## config.mk

```make
export PLATFORM = sky130hd
export DESIGN_NAME = mark_sweep_collector_flat
export DESIGN_NICKNAME = d
export VERILOG_FILES = /design/src/rtl/msc_pkg.sv /design/src/rtl/msc_if.sv /design/src/rtl/mark_sweep_collector.sv /design/src/rtl/msc_ram.sv /design/src/flat_wrapper.sv
export SDC_FILE = /design/constraint.sdc
export NUM_CORES = 1
export LEC_CHECK = 0
export BUFFER_PORTS_ARGS = -buffer_cell sky130_fd_sc_hd__buf_2
export CORE_MARGIN = 3
export CORE_UTILIZATION = 55
export DETAILED_ROUTE_END_ITERATION = 10
export PLACE_DENSITY = 0.75
export SLEW_MARGIN = 15
export SYNTH_ARGS = -nofsm -noshare
export SYNTH_HDL_FRONTEND = slang
export SYNTH_SLANG_ARGS = --single-unit
```

## constraint.sdc

```tcl
create_clock -name i_clk -period 4.69 [get_ports i_clk]
set_input_delay 0.938 -clock i_clk [delete_from_list [all_inputs] [get_ports i_clk]]
set_output_delay 0.938 -clock i_clk [all_outputs]
set_load 0.02 [all_outputs]
```

## src/rtl/msc_pkg.sv

```systemverilog
// Shared types and constants for the mark-and-sweep collector.
`timescale 1ns / 1ps
`default_nettype none

package msc_pkg;

    // Default sizing handed to the top level
    localparam int NODE_COUNT_DEF  = 8;
    localparam int COUNT_WIDTH_DEF = 8;

    // Outgoing edge slots per node
    localparam int EDGE_SLOTS = 3;

    // Command codes on the input channel
    typedef enum logic [1:0] {
        CMD_LOAD    = 2'd0,
        CMD_EDGE    = 2'd1,
        CMD_XREF    = 2'd2,
        CMD_COLLECT = 2'd3
    } t_cmd;

    // Controller states
    typedef enum logic [3:0] {
        ST_IDLE,
        ST_ROOT,
        ST_POP,
        ST_FETCH,
        ST_SLOT,
        ST_SCAN,
        ST_DEC,
        ST_PEEK,
        ST_EMIT,
        ST_FIN
    } t_state;

    // Reference count read-modify-write operations
    typedef enum logic [2:0] {
        COP_NONE,
        COP_INC,
        COP_DEC,
        COP_ZERO,
        COP_PEEK
    } t_cop;

    // One result beat
    typedef struct packed {
        logic               freed_valid;
        logic [2:0]         freed_index;
        logic signed [31:0] freed_value;
        logic [7:0]         freed_count;
        logic               last;
    } t_result;

    localparam t_result RES_EMPTY = '{1'b0, 3'd0, 32'sd0, 8'd0, 1'b1};

endpackage

`default_nettype wire

```

## src/rtl/msc_if.sv

```systemverilog
// Valid/ready channel interfaces for commands and results.
`timescale 1ns / 1ps
`default_nettype none

interface msc_cmd_if;
    logic               valid;
    logic               ready;
    logic [1:0]         command;
    logic [2:0]         node_index;
    logic signed [31:0] node_value;
    logic [1:0]         edge_slot;
    logic [2:0]         target_index;

    modport source (
        output valid, command, node_index, node_value, edge_slot, target_index,
        input  ready
    );
    modport sink (
        input  valid, command, node_index, node_value, edge_slot, target_index,
        output ready
    );
endinterface

interface msc_res_if;
    logic               valid;
    logic               ready;
    logic               freed_valid;
    logic [2:0]         freed_index;
    logic signed [31:0] freed_value;
    logic [7:0]         freed_count;
    logic               last;

    modport source (
        output valid, freed_valid, freed_index, freed_value, freed_count, last,
        input  ready
    );
    modport sink (
        input  valid, freed_valid, freed_index, freed_value, freed_count, last,
        output ready
    );
endinterface

`default_nettype wire

```

## src/rtl/mark_sweep_collector.sv

```systemverilog
// Top level of the mark-and-sweep collector: node pool memories and controller.
//
//  channel | dir | beat contents
//  --------+-----+-----------------------------------------------------------
//  i_cmd   | in  | command, node_index, node_value, edge_slot, target_index
//  o_res   | out | freed_valid, freed_index, freed_value, freed_count, last
//
// Load, set edge and external reference take one beat per cycle while idle; the
// count update is a registered read-modify-write with forwarding from the last write.
// Collect marks by pushing the root, then per marked node a stack pop, an edge fetch
// and one slot per cycle; the sweep then scans each node and per freed node does three
// count decrements, a count read and a result, then closes; output stalls hold it.
// Reset clears control state only; node memories need no clearing pass.
`timescale 1ns / 1ps
`default_nettype none

module mark_sweep_collector
    import msc_pkg::*;
#(
    parameter int NODE_COUNT  = NODE_COUNT_DEF,
    parameter int COUNT_WIDTH = COUNT_WIDTH_DEF
) (
    input  wire logic  i_clk,
    input  wire logic  i_rst_n,
    msc_cmd_if.sink    i_cmd,
    msc_res_if.source  o_res
);

    localparam int IW  = $clog2(NODE_COUNT);
    localparam int XW  = (IW > 3) ? IW : 3;
    localparam int SPW = IW + 1;
    localparam int EW  = IW + 1;
    localparam int CW  = COUNT_WIDTH;
    localparam int XC  = (CW > 8) ? CW : 8;
    localparam logic [CW-1:0] CNT_MAX   = '1;
    localparam logic [IW-1:0] LAST_NODE = IW'(NODE_COUNT - 1);
    localparam logic [1:0]    SLOT_LAST = 2'(EDGE_SLOTS - 1);

    // Registers
    t_state                r_state, n_state;
    logic [NODE_COUNT-1:0] r_live, n_live;
    logic [NODE_COUNT-1:0] r_mark, n_mark;
    logic [SPW-1:0]        r_sp, n_sp;
    logic [IW-1:0]         r_n, n_n;
    logic                  r_root_ok, n_root_ok;
    logic [1:0]            r_slot, n_slot;
    t_cop                  r_cop, n_cop;
    logic [IW-1:0]         r_caddr, n_caddr;
    logic                  r_fwd_vld;
    logic [IW-1:0]         r_fwd_addr;
    logic [CW-1:0]         r_fwd_data;
    t_result               r_pend, n_pend;
    logic                  r_pend_vld, n_pend_vld;
    t_result               r_out, n_out;
    logic                  r_out_vld, n_out_vld;

    // Memory ports
    logic                  c_val_we, c_val_re;
    logic [IW-1:0]         c_val_waddr, c_val_raddr;
    logic signed [31:0]    c_val_wdata;
    logic [31:0]           c_val_rdata;
    logic [EDGE_SLOTS-1:0] c_edge_we;
    logic                  c_edge_re;
    logic [IW-1:0]         c_edge_waddr, c_edge_raddr;
    logic [EW-1:0]         c_edge_wdata;
    logic [EW-1:0]         c_edge_rdata [EDGE_SLOTS];
    logic                  c_cnt_we;
    logic [CW-1:0]         c_cnt_wdata, c_cnt_rdata, c_cnt_cur;
    logic                  c_stk_we, c_stk_re;
    logic [IW-1:0]         c_stk_waddr, c_stk_raddr, c_stk_wdata, c_stk_rdata;

    // Decoded inputs and helpers
    logic                  c_acc;
    logic [XW-1:0]         c_idx_x, c_tgt_x, c_n_x;
    logic [IW-1:0]         c_idx, c_tgt;
    logic                  c_idx_ok, c_tgt_ok;
    logic [EW-1:0]         c_edge_sel;
    logic                  c_sel_pres;
    logic [IW-1:0]         c_sel_tgt;
    logic                  c_node_free;
    logic                  c_out_free;
    logic                  c_emit_go;
    logic [SPW-1:0]        c_sp_dec;
    logic [XC-1:0]         c_cnt_x;

    // Memories
    msc_ram #(.WIDTH(32), .DEPTH(NODE_COUNT)) u_val_ram (
        .i_clk  (i_clk),
        .i_we   (c_val_we),
        .i_waddr(c_val_waddr),
        .i_wdata(c_val_wdata),
        .i_re   (c_val_re),
        .i_raddr(c_val_raddr),
        .o_rdata(c_val_rdata)
    );

    for (genvar s = 0; s < EDGE_SLOTS; s++) begin : g_edge
        msc_ram #(.WIDTH(EW), .DEPTH(NODE_COUNT)) u_edge_ram (
            .i_clk  (i_clk),
            .i_we   (c_edge_we[s]),
            .i_waddr(c_edge_waddr),
            .i_wdata(c_edge_wdata),
            .i_re   (c_edge_re),
            .i_raddr(c_edge_raddr),
            .o_rdata(c_edge_rdata[s])
        );
    end

    msc_ram #(.WIDTH(CW), .DEPTH(NODE_COUNT)) u_cnt_ram (
        .i_clk  (i_clk),
        .i_we   (c_cnt_we),
        .i_waddr(r_caddr),
        .i_wdata(c_cnt_wdata),
        .i_re   (1'b1),
        .i_raddr(n_caddr),
        .o_rdata(c_cnt_rdata)
    );

    msc_ram #(.WIDTH(IW), .DEPTH(NODE_COUNT)) u_stk_ram (
        .i_clk  (i_clk),
        .i_we   (c_stk_we),
        .i_waddr(c_stk_waddr),
        .i_wdata(c_stk_wdata),
        .i_re   (c_stk_re),
        .i_raddr(c_stk_raddr),
        .o_rdata(c_stk_rdata)
    );

    // Input decode
    assign c_acc    = i_cmd.valid && i_cmd.ready;
    assign c_idx_x  = XW'(i_cmd.node_index);
    assign c_tgt_x  = XW'(i_cmd.target_index);
    assign c_idx    = c_idx_x[IW-1:0];
    assign c_tgt    = c_tgt_x[IW-1:0];
    assign c_idx_ok = (32'(i_cmd.node_index) < NODE_COUNT);
    assign c_tgt_ok = (32'(i_cmd.target_index) < NODE_COUNT);

    // Edge slot selected by the slot counter
    always_comb begin
        case (r_slot)
            2'd0:    c_edge_sel = c_edge_rdata[0];
            2'd1:    c_edge_sel = c_edge_rdata[1];
            2'd2:    c_edge_sel = c_edge_rdata[2];
            default: c_edge_sel = '0;
        endcase
    end
    assign c_sel_pres = c_edge_sel[EW-1];
    assign c_sel_tgt  = c_edge_sel[IW-1:0];

    assign c_node_free = r_live[r_n] && !r_mark[r_n];
    assign c_out_free  = !r_out_vld || o_res.ready;
    assign c_emit_go   = !r_pend_vld || c_out_free;
    assign c_sp_dec    = r_sp - SPW'(1);
    assign c_n_x       = XW'(r_n);

    // Count read-modify-write, forwarding the write of the previous cycle
    assign c_cnt_cur = (r_fwd_vld && (r_fwd_addr == r_caddr)) ? r_fwd_data : c_cnt_rdata;
    assign c_cnt_x   = XC'(c_cnt_cur);

    always_comb begin
        c_cnt_we    = 1'b0;
        c_cnt_wdata = c_cnt_cur;
        case (r_cop)
            COP_INC: begin
                c_cnt_we    = 1'b1;
                c_cnt_wdata = (c_cnt_cur == CNT_MAX) ? c_cnt_cur : c_cnt_cur + CW'(1);
            end
            COP_DEC: begin
                c_cnt_we    = 1'b1;
                c_cnt_wdata = (c_cnt_cur == '0) ? c_cnt_cur : c_cnt_cur - CW'(1);
            end
            COP_ZERO: begin
                c_cnt_we    = 1'b1;
                c_cnt_wdata = '0;
            end
            default: begin
                c_cnt_we    = 1'b0;
                c_cnt_wdata = c_cnt_cur;
            end
        endcase
    end

    // Next state
    always_comb begin
        n_state = r_state;
        case (r_state)
            ST_IDLE: begin
                if (c_acc && (t_cmd'(i_cmd.command) == CMD_COLLECT)) begin
                    n_state = ST_ROOT;
                end
            end
            ST_ROOT:  n_state = ST_POP;
            ST_POP:   n_state = (r_sp == '0) ? ST_SCAN : ST_FETCH;
            ST_FETCH: n_state = ST_SLOT;
            ST_SLOT: begin
                if (r_slot == SLOT_LAST) begin
                    n_state = ST_POP;
                end
            end
            ST_SCAN: begin
                if (c_node_free) begin
                    n_state = ST_DEC;
                end else if (r_n == LAST_NODE) begin
                    n_state = ST_FIN;
                end
            end
            ST_DEC: begin
                if (r_slot == SLOT_LAST) begin
                    n_state = ST_PEEK;
                end
            end
            ST_PEEK: n_state = ST_EMIT;
            ST_EMIT: begin
                if (c_emit_go) begin
                    n_state = (r_n == LAST_NODE) ? ST_FIN : ST_SCAN;
                end
            end
            ST_FIN: begin
                if (c_out_free) begin
                    n_state = ST_IDLE;
                end
            end
            default: n_state = ST_IDLE;
        endcase
    end

    // Datapath and memory control
    always_comb begin
        n_live       = r_live;
        n_mark       = r_mark;
        n_sp         = r_sp;
        n_n          = r_n;
        n_root_ok    = r_root_ok;
        n_slot       = r_slot;
        n_cop        = COP_NONE;
        n_caddr      = r_caddr;
        n_pend       = r_pend;
        n_pend_vld   = r_pend_vld;
        n_out        = r_out;
        n_out_vld    = r_out_vld && !o_res.ready;
        c_val_we     = 1'b0;
        c_val_waddr  = c_idx;
        c_val_wdata  = i_cmd.node_value;
        c_val_re     = 1'b0;
        c_val_raddr  = r_n;
        c_edge_we    = '0;
        c_edge_waddr = c_idx;
        c_edge_wdata = '0;
        c_edge_re    = 1'b0;
        c_edge_raddr = r_n;
        c_stk_we     = 1'b0;
        c_stk_waddr  = r_sp[IW-1:0];
        c_stk_wdata  = c_sel_tgt;
        c_stk_re     = 1'b0;
        c_stk_raddr  = c_sp_dec[IW-1:0];

        case (r_state)
            ST_IDLE: begin
                if (c_acc) begin
                    case (t_cmd'(i_cmd.command))
                        CMD_LOAD: begin
                            if (c_idx_ok) begin
                                c_val_we       = 1'b1;
                                c_edge_we      = '1;
                                c_edge_wdata   = '0;
                                n_live[c_idx]  = 1'b1;
                                n_mark[c_idx]  = 1'b0;
                                n_cop          = COP_ZERO;
                                n_caddr        = c_idx;
                            end
                        end
                        CMD_EDGE: begin
                            if (c_idx_ok && c_tgt_ok && r_live[c_idx] && r_live[c_tgt]) begin
                                for (int s = 0; s < EDGE_SLOTS; s++) begin
                                    if (i_cmd.edge_slot == 2'(s)) begin
                                        c_edge_we[s] = 1'b1;
                                    end
                                end
                                c_edge_wdata = {1'b1, c_tgt};
                                if (i_cmd.edge_slot <= SLOT_LAST) begin
                                    n_cop   = COP_INC;
                                    n_caddr = c_tgt;
                                end
                            end
                        end
                        CMD_XREF: begin
                            if (c_idx_ok && r_live[c_idx]) begin
                                n_cop   = COP_INC;
                                n_caddr = c_idx;
                            end
                        end
                        CMD_COLLECT: begin
                            n_n       = c_idx;
                            n_root_ok = c_idx_ok;
                        end
                        default: n_cop = COP_NONE;
                    endcase
                end
            end

            // Push the root if it is in range and live
            ST_ROOT: begin
                if (r_root_ok && r_live[r_n]) begin
                    n_mark[r_n] = 1'b1;
                    c_stk_we    = 1'b1;
                    c_stk_waddr = '0;
                    c_stk_wdata = r_n;
                    n_sp        = SPW'(1);
                end
            end

            // Pop the next node to expand, or start the sweep
            ST_POP: begin
                if (r_sp != '0) begin
                    c_stk_re = 1'b1;
                    n_sp     = c_sp_dec;
                end else begin
                    n_n = '0;
                end
            end

            // Fetch the popped node's edges
            ST_FETCH: begin
                c_edge_re    = 1'b1;
                c_edge_raddr = c_stk_rdata;
                n_slot       = '0;
            end

            // One edge slot per cycle: mark and push new live targets
            ST_SLOT: begin
                if (c_sel_pres && r_live[c_sel_tgt] && !r_mark[c_sel_tgt]) begin
                    n_mark[c_sel_tgt] = 1'b1;
                    c_stk_we          = 1'b1;
                    n_sp              = r_sp + SPW'(1);
                end
                n_slot = r_slot + 2'd1;
            end

            // Sweep: look at one node per cycle
            ST_SCAN: begin
                if (c_node_free) begin
                    c_edge_re = 1'b1;
                    c_val_re  = 1'b1;
                    n_slot    = '0;
                end else if (r_n != LAST_NODE) begin
                    n_n = r_n + IW'(1);
                end
            end

            // Decrement the count of each edge target
            ST_DEC: begin
                if (c_sel_pres) begin
                    n_cop   = COP_DEC;
                    n_caddr = c_sel_tgt;
                end
                n_slot = r_slot + 2'd1;
            end

            // Read the freed node's own count after its decrements
            ST_PEEK: begin
                n_cop   = COP_PEEK;
                n_caddr = r_n;
            end

            // Retire the held result and hold this one until the next is known
            ST_EMIT: begin
                if (c_emit_go) begin
                    if (r_pend_vld) begin
                        n_out     = r_pend;
                        n_out_vld = 1'b1;
                    end
                    n_pend.freed_valid = 1'b1;
                    n_pend.freed_index = c_n_x[2:0];
                    n_pend.freed_value = c_val_rdata;
                    n_pend.freed_count = c_cnt_x[7:0];
                    n_pend.last        = 1'b0;
                    n_pend_vld         = 1'b1;
                    n_live[r_n]        = 1'b0;
                    if (r_n != LAST_NODE) begin
                        n_n = r_n + IW'(1);
                    end
                end
            end

            // Closing beat of the collect
            ST_FIN: begin
                if (c_out_free) begin
                    if (r_pend_vld) begin
                        n_out      = r_pend;
                        n_out.last = 1'b1;
                    end else begin
                        n_out = RES_EMPTY;
                    end
                    n_out_vld  = 1'b1;
                    n_pend_vld = 1'b0;
                    n_mark     = '0;
                    n_sp       = '0;
                end
            end

            default: n_cop = COP_NONE;
        endcase
    end

    // Control registers
    always_ff @(posedge i_clk) begin
        if (!i_rst_n) begin
            r_state    <= ST_IDLE;
            r_live     <= '0;
            r_mark     <= '0;
            r_sp       <= '0;
            r_n        <= '0;
            r_root_ok  <= 1'b0;
            r_slot     <= '0;
            r_cop      <= COP_NONE;
            r_fwd_vld  <= 1'b0;
            r_pend_vld <= 1'b0;
            r_out_vld  <= 1'b0;
        end else begin
            r_state    <= n_state;
            r_live     <= n_live;
            r_mark     <= n_mark;
            r_sp       <= n_sp;
            r_n        <= n_n;
            r_root_ok  <= n_root_ok;
            r_slot     <= n_slot;
            r_cop      <= n_cop;
            r_fwd_vld  <= c_cnt_we;
            r_pend_vld <= n_pend_vld;
            r_out_vld  <= n_out_vld;
        end
    end

    // Payload registers
    always_ff @(posedge i_clk) begin
        r_caddr    <= n_caddr;
        r_fwd_addr <= r_caddr;
        r_fwd_data <= c_cnt_wdata;
        r_pend     <= n_pend;
        r_out      <= n_out;
    end

    // Channel outputs
    assign i_cmd.ready       = (r_state == ST_IDLE);
    assign o_res.valid       = r_out_vld;
    assign o_res.freed_valid = r_out.freed_valid;
    assign o_res.freed_index = r_out.freed_index;
    assign o_res.freed_value = r_out.freed_value;
    assign o_res.freed_count = r_out.freed_count;
    assign o_res.last        = r_out.last;

endmodule

`default_nettype wire

```

## src/rtl/msc_ram.sv

```systemverilog
// Generic single-write, single-read RAM with registered read data.
`timescale 1ns / 1ps
`default_nettype none

module msc_ram #(
    parameter int WIDTH = 8,
    parameter int DEPTH = 8
) (
    input  wire logic                     i_clk,
    input  wire logic                     i_we,
    input  wire logic [$clog2(DEPTH)-1:0] i_waddr,
    input  wire logic [WIDTH-1:0]         i_wdata,
    input  wire logic                     i_re,
    input  wire logic [$clog2(DEPTH)-1:0] i_raddr,
    output logic      [WIDTH-1:0]         o_rdata
);

    logic [WIDTH-1:0] r_mem [DEPTH];

    // Write port
    always_ff @(posedge i_clk) begin
        if (i_we) begin
            r_mem[i_waddr] <= i_wdata;
        end
    end

    // Read port, data held while not enabled
    always_ff @(posedge i_clk) begin
        if (i_re) begin
            o_rdata <= r_mem[i_raddr];
        end
    end

endmodule

`default_nettype wire
```

## src/flat_wrapper.sv

```systemverilog
// flat-port wrapper written by rule: the top's interface ports become plain ports
module mark_sweep_collector_flat import msc_pkg::*;
#(
    parameter int NODE_COUNT  = NODE_COUNT_DEF,
    parameter int COUNT_WIDTH = COUNT_WIDTH_DEF
)
  (i_clk, i_rst_n, i_cmd_valid, i_cmd_command, i_cmd_node_index, i_cmd_node_value, i_cmd_edge_slot, i_cmd_target_index, i_cmd_ready, o_res_valid, o_res_freed_valid, o_res_freed_index, o_res_freed_value, o_res_freed_count, o_res_last, o_res_ready);
  msc_cmd_if i_cmd_i ();
  msc_res_if o_res_i ();
  input  wire logic i_clk;
  input  wire logic i_rst_n;
  input wire logic [$bits(i_cmd_i.valid)-1:0] i_cmd_valid;
  input wire logic [$bits(i_cmd_i.command)-1:0] i_cmd_command;
  input wire logic [$bits(i_cmd_i.node_index)-1:0] i_cmd_node_index;
  input wire logic [$bits(i_cmd_i.node_value)-1:0] i_cmd_node_value;
  input wire logic [$bits(i_cmd_i.edge_slot)-1:0] i_cmd_edge_slot;
  input wire logic [$bits(i_cmd_i.target_index)-1:0] i_cmd_target_index;
  output wire logic [$bits(i_cmd_i.ready)-1:0] i_cmd_ready;
  output wire logic [$bits(o_res_i.valid)-1:0] o_res_valid;
  output wire logic [$bits(o_res_i.freed_valid)-1:0] o_res_freed_valid;
  output wire logic [$bits(o_res_i.freed_index)-1:0] o_res_freed_index;
  output wire logic [$bits(o_res_i.freed_value)-1:0] o_res_freed_value;
  output wire logic [$bits(o_res_i.freed_count)-1:0] o_res_freed_count;
  output wire logic [$bits(o_res_i.last)-1:0] o_res_last;
  input wire logic [$bits(o_res_i.ready)-1:0] o_res_ready;
  assign i_cmd_i.valid = i_cmd_valid;
  assign i_cmd_i.command = i_cmd_command;
  assign i_cmd_i.node_index = i_cmd_node_index;
  assign i_cmd_i.node_value = i_cmd_node_value;
  assign i_cmd_i.edge_slot = i_cmd_edge_slot;
  assign i_cmd_i.target_index = i_cmd_target_index;
  assign i_cmd_ready = i_cmd_i.ready;
  assign o_res_valid = o_res_i.valid;
  assign o_res_freed_valid = o_res_i.freed_valid;
  assign o_res_freed_index = o_res_i.freed_index;
  assign o_res_freed_value = o_res_i.freed_value;
  assign o_res_freed_count = o_res_i.freed_count;
  assign o_res_last = o_res_i.last;
  assign o_res_i.ready = o_res_ready;
  mark_sweep_collector #(.NODE_COUNT(NODE_COUNT), .COUNT_WIDTH(COUNT_WIDTH)) u_core (.i_clk(i_clk), .i_rst_n(i_rst_n), .i_cmd(i_cmd_i), .o_res(o_res_i));
endmodule
```

==> impl_metrics.csv, run 1 <==
group,metric,value,unit
floorplanning,rows,77,
logic_synthesis,yosys.area_share.adder,0.545,%
logic_synthesis,syn_nets,1669,
worst_setup_path,critPathBufInv,2,
logic_synthesis,synth_compound_area_share,10.9,%
cts,cts_made_buffers,59,
global_routing,gr-usage-all-layers,23.5,%
cells_and_area,synthToLayoutAreaGrowth,12.8,%
logic_synthesis,ys_seq_area_share,73.0,%
cells_and_area,fill_cells,3113,
hold_path,hold_start,"u_core.u_val_ram.o_rdata[9]$_DFFE_PP_",
detailed_routing,dr.pass1.iters,7,
logic_synthesis,synthArstFlopShare,0,%
logic_synthesis,synth.distinct_cells,86,
hold_path,hp-class,"flip-flop to flip-flop",
sta,period_needed,4.04,ns
logic_synthesis,syn_area,0.0252,mm²
sta,hold_viol,0,
cells_and_area,fin_area,0.0285,mm²
logic_synthesis,synth_flop_cell,"edfxtp_1",
detailed_routing,vias,14900,
floorplanning,core_area,0.0448,mm²
hold_path,hold_depth,0,
job,maxCapViolCount,0,
logic_synthesis,synth_mux_area_share,4.82,%
placement,place_area,0.0264,mm²
placement,gp_congestion,0.945,
sta,final.period_utilization,86.2,%
cells_and_area,drive_gt1_share,18.5,%
sta,hold_ws,0.419,ns
cells_and_area,seq_area,0.0184,mm²
logic_synthesis,synth_edf_count,575,
sta,skew,0.0165,ns
power,ir_drop,0.287,mV
cts,clk_pin_slew_worst_paths,0.07,ns
detailed_routing,drc,0,
logic_synthesis,yosysWarnings,0,
detailed_routing,viasPerCell,6.35,
hold_path,hold_end,"u_core.r_pend[18]$_DFFE_PP_",
floorplanning,start_util,56.3,%
sta,worst_pin_slew,1.19,ns
run_status,status,"finished clean",
cts,htreeDepth,2,
placement,dp.cells,2238,
floorplanning,fp.dieH,220,µm
sta,finalWorstSetupSlack,0.648,ns
logic_synthesis,synthXorXnorAreaFrac,0.243,%
worst_setup_path,cp_cell_sequence,"inv_1, ha_1, a222oi_1, nor2_1, a21o_1, a2bb2oi_2, buf_4, a21o_1, a2111oi_0, nor4_1",
logic_synthesis,synth_top_family_by_area,"compound AO/OA/AOI/OAI gates",
placement,post-place-ws,0.563,ns
logic_synthesis,synth_cells,1612,
worst_setup_path,end_kind,"flip-flop",
sta,setup-violations-final,0,
floorplanning,ios,93,
cells_and_area,fin_util,63.5,%
worst_setup_path,critPathLaunchType,"flip-flop",
cells_and_area,nNetsFinal,1764,
sta,setup-tns-final,0,ns
cts,cts_root_buffer,"clkbuf_16",
sta,maxSlewHeadroom,20.2,%
worst_setup_path,reg2reg_depth,10,
global_routing,grt_pass1_vias,14900,
logic_synthesis,synth.avg_cell_area,15.7,µm²
floorplanning,design.die.area,0.0485,mm²
worst_setup_path,cp_common_cell,"a21o_1",
cts,clk_latency,0.63,ns
global_routing,grt_pass1_wl,87000,µm
power,p_leak,9.11,nW
worst_setup_path,reg2reg_from,"u_core.r_slot[0]$_SDFFE_PN0P_",
cts,clock_path_buffers,3,
placement,io_buffers,92,
worst_setup_path,reg2reg_to,"u_core.u_cnt_ram.o_rdata[5]$_DFF_P_",
sta,rsz0062_at_grt,"false",
sta,max_freq,247,MHz
cts,cts_resized,0,
sta,drv_slew,0,
worst_setup_path,crit_type,"flip-flop to flip-flop",
cells_and_area,finalNonFillerCells,2350,
worst_setup_path,ff2ff_setup_slack,0.65,ns
detailed_routing,finalWirelength,56500,µm
global_routing,grt_max_degree,46,
logic_synthesis,synth_simple_gate_area_share,7.70,%
worst_setup_path,critPathMaxFanout,33,
detailed_routing,drt-initial-drc-count,1877,
global_routing,antenna_found_initial,7,
cts,cts_tree,"yes",
global_routing,overflow,0,
cts,clock-sinks,633,
cts,post_cts_buffers,0,
detailed_routing,wire_per_inst,24.1,µm
detailed_routing,final_antenna_net_count,0,
logic_synthesis,ys_ff_latch,633,
worst_setup_path,slowest_delay,0.77,ns
power,p_total,14.1,mW
power,power_density,495,mW/mm²
worst_setup_path,cpLargestDelayFamily,"compound AO/OA/AOI/OAI gates",
worst_setup_path,slowest_stage,"a21o_1",
placement,hpwl,34100,µm
cells_and_area,multi_input_area,0.00627,mm²
cts,postCtsHoldBufs,0,
floorplanning,die_x,220,µm
worst_setup_path,crit_arrival,4.54,ns
worst_setup_path,worstPathRequired,5.19,ns
-- placed cells by master, fill, tap and decap left out, types with 21 or more instances in the layout --
master	count
edfxtp_1	575
a22oi_1	133
buf_2	92
nor2_1	73
inv_1	59
clkbuf_16	59
dfxtp_1	58
nand2_1	53
nor2b_1	50
o21ai_0	45
buf_4	40
a211oi_1	37
mux4_2	35
a21oi_1	34
nand4_1	34
a2111oi_0	23
nor3_1	21
-- cells in the mapped netlist, types with 7 or more instances --
library cell,instances,area [µm²]
clkbuf_1,67,251
nor2_1,84,315
inv_1,59,221
nand2b_1,10,62.6
nand2_1,53,199
nor3_1,25,125
a221oi_1,11,96.3
nor2b_1,50,313
a22oi_1,133,998
ha_1,11,138
nand4_1,34,213
o221ai_1,7,61.3
nor4_1,13,81.3
a211oi_1,37,278
a21oi_1,35,175
mux4_2,35,788
a2111oi_0,23,201
and3_1,8,50.1
mux2i_1,17,170
nand3_1,13,65.1
o21ai_0,45,225
and2_1,8,50.1
edfxtp_1,575,17300
nand3b_1,10,75.1
mux2_2,19,214
buf_2,16,80.1
a2111oi_1,9,90.1
dfxtp_1,58,1160
nor3b_1,8,60.1
-- kinds of logic after synthesis --
group	after synthesis
flops	633
compound gates	371
simple gates	355
buf+inv	161
mux	74
fa+ha+maj	11
xor+xnor	7
-- per-layer routing --
| metal | vias to the layer above | GRT usage (%) | routed length, µm |
|---|---|---|---|
| met3 | 129 | 4.39 | 4980 |
| li1 | 6643 | - | - |
| met1 | 7426 | 32.8 | 22900 |
| met4 | 8 | 9.32 | 1740 |
| met5 | - | 0 | 54 |
| met2 | 728 | 37.2 | 26900 |
-- flip-flops by register name, summed over array words and instances, names as in the netlist, 4 cells and up --
name / count
u_core.u_cnt_ram.o_rdata: 8
u_core.r_mark: 8
u_core.r_state: 4
u_core.u_cnt_ram.r_mem: 64
u_core.o_res.freed_count: 8
u_core.r_live: 8
u_core.g_edge.u_edge_ram.o_rdata: 12
u_core.u_stk_ram.r_mem: 24
u_core.o_res.freed_value: 32
u_core.r_pend: 43
u_core.u_val_ram.r_mem: 256
u_core.g_edge.u_edge_ram.r_mem: 96
u_core.u_val_ram.o_rdata: 32
u_core.r_fwd_data: 8
u_core.r_sp: 4
-- worst max-delay path by stage --
stage                                        from                             endpoint  slack [ns]  cells after the start
floorplan                             o_res_ready        u_core.r_live[0]$_SDFFE_PN0P_        0.13                      6
CTS                 u_core.r_slot[0]$_SDFFE_PN0P_  u_core.u_cnt_ram.o_rdata[5]$_DFF_P_        0.79                     10
finish              u_core.r_slot[0]$_SDFFE_PN0P_  u_core.u_cnt_ram.o_rdata[5]$_DFF_P_        0.65                     10
detailed placement            i_cmd_node_index[0]  u_core.u_cnt_ram.o_rdata[5]$_DFF_P_        0.56                      8
global placement              i_cmd_node_index[0]  u_core.u_cnt_ram.o_rdata[5]$_DFF_P_        0.85                      8
global route        u_core.r_slot[0]$_SDFFE_PN0P_  u_core.u_cnt_ram.o_rdata[3]$_DFF_P_        0.44                     10
-- power breakdown --
group          internal (mW)  switching (mW)
combinational          0.865            1.60
sequential              6.49           0.214
clock                   2.91            2.01
-- area by class of cell --
type	count	share of cell area (%)
Antenna cell	3	0.0264
Clock buffer	65	5.27
Clock inverter	44	1.80
Inverter	63	0.866
Multi-Input combinational cell	818	22.0
Sequential cell	633	64.7
Tap cell	592	2.60
Timing Repair Buffer	132	2.67
Note: power is estimated with default switching activity, not from simulation.
==> inputs of run 2 (changes only) <==
--- a/config.mk
+++ b/config.mk
@@ -6,11 +6,14 @@
 export NUM_CORES = 1
 export LEC_CHECK = 0
 export BUFFER_PORTS_ARGS = -buffer_cell sky130_fd_sc_hd__buf_2
+export CELL_PAD_IN_SITES_DETAIL_PLACEMENT = 0
+export CELL_PAD_IN_SITES_GLOBAL_PLACEMENT = 1
 export CORE_MARGIN = 3
-export CORE_UTILIZATION = 55
+export CORE_UTILIZATION = 48
 export DETAILED_ROUTE_END_ITERATION = 10
-export PLACE_DENSITY = 0.75
+export PLACE_DENSITY_LB_ADDON = 0.1
 export SLEW_MARGIN = 15
 export SYNTH_ARGS = -nofsm -noshare
 export SYNTH_HDL_FRONTEND = slang
+export SYNTH_HIERARCHICAL = 1
 export SYNTH_SLANG_ARGS = --single-unit
==> run 2 against run 1 <==
  * Combinational power rose by 2%
  * Non-clock buffer count fell by 9
  * Highest routed layer unchanged
  * Worst hold slack got worse by 0.012 ns
  * Power rose by 2.6%
  * First-iteration DRC count fell by 47%
  * Cell count fell by 1.1%
  * Clock power rose by 4.5%
==> impl_metrics.csv, run 2 <==
group,metric,value,unit
logic_synthesis,synth_cells,1450,
cells_and_area,fin_area,0.0294,mm²
hold_path,hold_end,"u_core/r_pend[26]$_DFFE_PP_",
floorplanning,die_x,238,µm
placement,gp_congestion,0.799,
logic_synthesis,synth_flop_cell,"edfxtp_1",
sta,hold_viol,0,
detailed_routing,vias,13500,
sta,setup-tns-final,0,ns
power,ir_drop,0.346,mV
detailed_routing,dr.pass1.iters,8,
sta,setup-violations-final,0,
logic_synthesis,synth.most_common_cell,"edfxtp_1",
cells_and_area,fill_cells,4169,
placement,hpwl,33200,µm
detailed_routing,wire_per_inst,23.6,µm
worst_setup_path,worstSetupStartpoint,"u_core/r_caddr[0]$_DFF_P_",
detailed_routing,highest_layer,"met5",
cts,cts_tree,"yes",
hold_path,hold_start,"u_core/u_val_ram/o_rdata[17]$_DFFE_PP_",
logic_synthesis,ys_ff_latch,633,
power,comb_power_share,17.4,%
cells_and_area,largest_register_ffs,256,
cells_and_area,final_common_cell,"edfxtp_1",
floorplanning,ios,93,
floorplanning,rows,84,
logic_synthesis,synth.avg_cell_area,17.9,µm²
cts,clk_latency,0.61,ns
detailed_routing,drc,0,
power,p_seq_share,47.0,%
cells_and_area,synthToLayoutAreaGrowth,13.5,%
detailed_routing,drt-initial-drc-count,997,
logic_synthesis,ys_seq_area_share,71.4,%
logic_synthesis,yosysTopAreaCellShare,67.5,%
power,sw_frac_of_total,26.1,%
floorplanning,start_util,48.9,%
cells_and_area,regMostFlops,"u_core/u_val_ram/r_mem",
placement,post-place-ws,0.642,ns
sta,max_freq,258,MHz
cts,post_cts_buffers,0,
worst_setup_path,ff2ff_setup_slack,0.82,ns
global_routing,overflow,0,
logic_synthesis,synth_edf_count,583,
detailed_routing,viasPerCell,5.79,
worst_setup_path,worstPathRequired,4.93,ns
global_routing,antenna_found_initial,13,
logic_synthesis,ys_top_cells_by_count,"583 x edfxtp_1, 85 x mux4_1, 81 x nor2_1",
cts,cts_resized,0,
cts,clk_pin_slew_worst_paths,0.06,ns
logic_synthesis,synth.distinct_cells,81,
floorplanning,fp.dieH,238,µm
placement,io_buffers,92,
placement,place_area,0.0273,mm²
sta,final.period_utilization,82.6,%
cts,htreeDepth,3,
power,power_density,491,mW/mm²
worst_setup_path,critPathLaunchType,"flip-flop",
hold_path,hp-class,"flip-flop to flip-flop",
cells_and_area,drive_gt1_share,21.7,%
floorplanning,design.die.area,0.0568,mm²
sta,rsz0062_at_grt,"false",
sta,worst_pin_slew,1.09,ns
sta,finalWorstSetupSlack,0.816,ns
worst_setup_path,critPathMaxFanout,14,
cells_and_area,reg.largest.list,"u_core/u_val_ram/r_mem x256, u_core/g_edge.u_edge_ram/r_mem x96, u_core/u_cnt_ram/r_mem x64",
sta,hold_ws,0.407,ns
logic_synthesis,syn_area,0.0259,mm²
power,p_leak,9.92,nW
cells_and_area,fin_util,55.5,%
logic_synthesis,synthArstFlopShare,0,%
worst_setup_path,reg2reg_from,"u_core/r_caddr[0]$_DFF_P_",
detailed_routing,wl_met2,27200,µm
cts,clock_path_buffers,3,
sta,drv_slew,0,
cts,clock-sinks,633,
cts,postCtsHoldBufs,0,
cells_and_area,seq_area,0.0185,mm²
logic_synthesis,yosysWarnings,6,
logic_synthesis,yosysTopAreaCell,"edfxtp_1",
detailed_routing,finalWirelength,54900,µm
global_routing,gr-usage-all-layers,19.7,%
detailed_routing,drt-met1-wl,24100,µm
detailed_routing,met3_length,2350,µm
global_routing,grt_pass1_wl,84400,µm
cts,cts_made_buffers,67,
cts,cts_root_buffer,"clkbuf_16",
job,maxCapViolCount,0,
worst_setup_path,reg2reg_depth,10,
global_routing,grt_pass1_vias,13900,
power,p_sw,3.77,mW
cells_and_area,multi_input_area,0.00706,mm²
sta,period_needed,3.87,ns
power,power.share.clock,35.6,%
logic_synthesis,synthTopCellsByArea,"edfxtp_1 68%, mux4_1 8.6%, dfxtp_1 3.9%, mux2_2 2.8%, mux4_2 2.6%",
worst_setup_path,reg2reg_to,"u_core/u_cnt_ram/r_mem[0][7]$_DFFE_PP_",
detailed_routing,final_antenna_net_count,0,
run_status,status,"finished clean",
cells_and_area,layout_common_cells,"583 x edfxtp_1, 92 x buf_2, 85 x mux4_1, 75 x nand2_1, 73 x nor2_1",
global_routing,grt_max_degree,55,
worst_setup_path,crit_arrival,4.11,ns
cells_and_area,nNetsFinal,1638,
floorplanning,core_area,0.0530,mm²
hold_path,hold_depth,0,
sta,maxSlewHeadroom,26.3,%
sta,skew,0.0184,ns
worst_setup_path,crit_type,"flip-flop to flip-flop",
worst_setup_path,end_kind,"flip-flop",
power,internal_power,10.7,mW
run 2: worst max-delay path: stages, from the launching register on:
cell and delay [ns]:
dfxtp_1 0.55, xnor2_1 0.19, nand4_1 0.11, buf_4 0.22, mux2_2 0.30, inv_1 0.05
ha_1 0.22, nor4b_1 0.16, mux2i_1 0.51, o31ai_2 0.24, o311ai_1 0.96
run 2: power groups by stage:
stage	Clock (mW)	Combinational, mW	Sequential [mW]
floorplan	0	2.01	6.77
global placement	0	2.49	6.91
detailed placement	0	2.53	6.91
CTS	5.29	2.55	6.80
global route	5.51	2.76	6.83
finish	5.14	2.51	6.80
run 2: cell families (layout without fill, tap and decap cells):
group / after synthesis / after routing / share of synthesized area [%]
and+or+nand+nor: 348 / 348 / 6.90
other: 1 / 10 / 0.0145
DFF: 633 / 633 / 71.4
buffers and inverters: 95 / 272 / 1.85
AOI/OAI and AO/OA: 156 / 156 / 4.30
muxes: 201 / 201 / 14.9
adders and majority gates: 10 / 10 / 0.483
xor gates and xnor gates: 6 / 6 / 0.203
run 2: worst max path at each step:
| stage | end | cells after the start | slack (ns) |
|---|---|---|---|
| after global placement | u_core/u_cnt_ram/o_rdata[5]$_DFFE_PP_ | 11 | 0.71 |
| after detailed placement | u_core/u_cnt_ram/o_rdata[0]$_DFFE_PP_ | 11 | 0.64 |
| after global routing | u_core/u_cnt_ram/r_mem[0][7]$_DFFE_PP_ | 10 | 0.51 |
| final | u_core/u_cnt_ram/r_mem[0][7]$_DFFE_PP_ | 10 | 0.82 |
| after CTS | u_core/u_cnt_ram/r_mem[0][7]$_DFFE_PP_ | 10 | 0.94 |
| after floorplan | u_core/u_val_ram/r_mem[0][0]$_DFFE_PP_ | 8 | 0.09 |
run 2: routing by layer:
metal / GRT usage (%) / up-vias
met5: 0 / -
met4: 5.50 / 12
met3: 4.08 / 92
met2: 32.6 / 295
met1: 26.9 / 6924
li1: - / 6132
run 2: per-stage QoR:
step           std cells  power [mW]
3_3_place_gp        2201        9.40
6_report            2324        14.5
2_1_floorplan       1457        8.78
5_1_grt             2323        15.1
3_5_place_dp        2201        9.45
4_1_cts             2322        14.6
run 2: final cells by class:
class	instances	share of cell area, %
sequential	633	62.9
timing repair buffer	123	2.44
multi-input combinational	729	24.0
antenna	2	0.0170
clock inverter	35	1.25
tap	688	2.93
clock buffer	86	6.08
inverter	28	0.357
==> inputs of run 3 (changes only) <==
--- a/config.mk
+++ b/config.mk
@@ -9,7 +9,7 @@
 export CELL_PAD_IN_SITES_DETAIL_PLACEMENT = 0
 export CELL_PAD_IN_SITES_GLOBAL_PLACEMENT = 1
 export CORE_MARGIN = 3
-export CORE_UTILIZATION = 48
+export CORE_UTILIZATION = 54
 export DETAILED_ROUTE_END_ITERATION = 10
 export PLACE_DENSITY_LB_ADDON = 0.1
 export SLEW_MARGIN = 15
==> constraint.sdc (replaced) <==
create_clock -name i_clk -period 4 [get_ports i_clk]
set_input_delay 0.8 -clock i_clk [delete_from_list [all_inputs] [get_ports i_clk]]
set_output_delay 0.8 -clock i_clk [all_outputs]
set_load 0.02 [all_outputs]
==> run 3 against run 2 <==
  * Via count grew 0.96%
  * Sequential share of layout area is 0.085 points lower
  * Wire length is 3.0% lower
  * Sequential cell count unchanged
  * Die area shrank 11%
  * Critical endpoint is now u_core/u_cnt_ram/r_mem[5][3]$_DFFE_PP_
  * Largest cell class unchanged
  * Largest power group unchanged
==> impl_metrics.csv, run 3 (synthesis results as in run 2) <==
group,metric,value,unit
cells_and_area,nNetsFinal,1643,
cts,clock_path_buffers,3,
sta,worst_pin_slew,1.07,ns
worst_setup_path,crit_arrival,3.91,ns
cells_and_area,seq_area,0.0185,mm²
power,p_total,16.9,mW
worst_setup_path,crit_type,"flip-flop to flip-flop",
sta,final.period_utilization,90.8,%
worst_setup_path,crit_end,"u_core/u_cnt_ram/r_mem[5][3]$_DFFE_PP_",
detailed_routing,viasPerCell,6.04,
floorplanning,ios,93,
cells_and_area,largest_register_ffs,256,
worst_setup_path,reg2reg_to,"u_core/u_cnt_ram/r_mem[5][3]$_DFFE_PP_",
power,ir_drop,0.417,mV
detailed_routing,drc,0,
power,power_density,573,mW/mm²
global_routing,antenna_found_initial,8,
cts,cts_made_buffers,66,
cells_and_area,reg.largest.list,"u_core/u_val_ram/r_mem x256, u_core/g_edge.u_edge_ram/r_mem x96, u_core/u_cnt_ram/r_mem x64",
detailed_routing,dr.pass1.iters,5,
cts,postCtsHoldBufs,0,
worst_setup_path,cp_cell_sequence,"xnor2_1, nand4_1, mux2_2, inv_1, ha_1, nor4b_1, mux2i_1, o31ai_2, o221a_1, a31oi_1",
cells_and_area,drive_gt1_share,21.4,%
sta,drv_slew,0,
cts,cts_resized,0,
sta,maxSlewHeadroom,28.5,%
worst_setup_path,ff2ff_setup_slack,0.37,ns
sta,rsz0062_at_grt,"false",
hold_path,hold_depth,0,
worst_setup_path,critPathLaunchType,"flip-flop",
global_routing,gr-usage-all-layers,21.7,%
run_status,status,"finished clean",
detailed_routing,wire_per_inst,23.7,µm
worst_setup_path,reg2reg_from,"u_core/r_caddr[0]$_DFF_P_",
worst_setup_path,reg2reg_depth,10,
floorplanning,core_area,0.0470,mm²
floorplanning,start_util,55.2,%
floorplanning,rows,79,
cts,cts_tree,"yes",
detailed_routing,vias,13600,
cts,clk_latency,0.59,ns
cts,post_cts_buffers,0,
cells_and_area,regMostFlops,"u_core/u_val_ram/r_mem",
worst_setup_path,critPathMaxFanout,10,
worst_setup_path,worstPathRequired,4.28,ns
detailed_routing,final_antenna_net_count,0,
cells_and_area,synthToLayoutAreaGrowth,13.6,%
placement,io_buffers,92,
sta,setup-tns-final,0,ns
job,maxCapViolCount,0,
worst_setup_path,end_kind,"flip-flop",
hold_path,hp-class,"flip-flop to flip-flop",
cts,htreeDepth,3,
sta,period_needed,3.63,ns
sta,max_freq,275,MHz
floorplanning,die_x,225,µm
cts,clock-sinks,633,
global_routing,overflow,0,
sta,skew,0.0162,ns
power,p_leak,9.95,nW
detailed_routing,drt-initial-drc-count,1176,
cells_and_area,multi_input_area,0.00706,mm²
sta,setup-violations-final,0,
placement,gp_congestion,0.847,
sta,hold_viol,0,
global_routing,grt_pass1_vias,13800,
placement,hpwl,32100,µm
cts,cts_root_buffer,"clkbuf_16",
cells_and_area,fill_cells,3323,
cells_and_area,layout_common_cells,"583 x edfxtp_1, 92 x buf_2, 85 x mux4_1, 75 x nand2_1, 73 x nor2_1",
worst_setup_path,slowest_delay,0.58,ns
worst_setup_path,worstSetupStartpoint,"u_core/r_caddr[0]$_DFF_P_",
cells_and_area,final_common_cell,"edfxtp_1",
global_routing,grt_pass1_wl,82300,µm
floorplanning,fp.dieH,225,µm
global_routing,grt_max_degree,68,
cts,clk_pin_slew_worst_paths,0.06,ns
worst_setup_path,slowest_stage,"mux2i_1",
floorplanning,design.die.area,0.0507,mm²
detailed_routing,finalWirelength,53300,µm
run 3: cell count changes in the layout (fill, tap and decap cells not counted), sizes merged:
| cell | previous run | this run |
|---|---|---|
| buf | 123 | 129 |
| inv | 33 | 28 |
| clkinv | 25 | 29 |
| clkinvlp | 0 | 1 |
| diode | 2 | 3 |
run 3: power by group:
group / internal (mW) / switching, mW / leakage [nW]
registers: 7.68 / 0.319 / 5.83
logic: 1.37 / 1.59 / 3.08
clock network: 3.52 / 2.42 / 1.04
total: 12.6 / 4.33 / 9.95
run 3: area by class of cell:
class	count	share of cell area (%)
Clock buffer	86	6.11
Tap cell	607	2.58
Inverter	28	0.357
Timing Repair Buffer	129	2.97
Multi-Input combinational cell	729	24.0
Sequential cell	633	62.9
Clock inverter	35	1.13
Antenna cell	3	0.0255
run 3: worst max-delay path, delay by kind of cell (launching register included):
family,cells,cell delay [ns]
multiplexers,2,0.93
AND/OR/NAND/NOR,2,0.38
AO/OA/AOI/OAI,3,1.00
adder cells (fa/ha/maj),1,0.24
flip-flops,1,0.52
XOR/XNOR,1,0.19
buffers and inverters,1,0.06
run 3: routing by layer:
metal  up-vias  part of all wire [%]  global-route usage, %
li1       6155                     -                      -
met4         8                   2.5                   6.52
met2       374                    49                   35.6
met1      6945                    43                   29.8
met5         -                 0.086                      0
met3       102                   5.4                   4.40
run 3: worst min-delay path by stage:
stage | startpoint | end | slack, ns
after floorplan | u_core/u_val_ram/o_rdata[1]$_DFFE_PP_ | u_core/r_pend[10]$_DFFE_PP_ | 0.40
after global placement | u_core/u_val_ram/o_rdata[30]$_DFFE_PP_ | u_core/r_pend[39]$_DFFE_PP_ | 0.40
after detailed placement | u_core/u_val_ram/o_rdata[16]$_DFFE_PP_ | u_core/r_pend[25]$_DFFE_PP_ | 0.40
after CTS | u_core/u_val_ram/o_rdata[16]$_DFFE_PP_ | u_core/r_pend[25]$_DFFE_PP_ | 0.42
after global routing | u_core/u_val_ram/o_rdata[22]$_DFFE_PP_ | u_core/r_pend[31]$_DFFE_PP_ | 0.42
final | u_core/u_val_ram/o_rdata[20]$_DFFE_PP_ | u_core/r_pend[29]$_DFFE_PP_ | 0.42
run 3: through the flow:
stage               instance area (µm²)  hold WS (ns)  std cells  setup slack [ns]  utilization [%]
floorplan                         26000         0.400       1457             0.257                -
global placement                  27300         0.403       2126             0.351             58.2
detailed placement                27300         0.405       2126             0.308             58.2
CTS                               29500         0.418       2247             0.429             62.7
global route                      29500         0.423       2250            0.0737             62.7
finish                            29500         0.418       2250             0.369             62.7
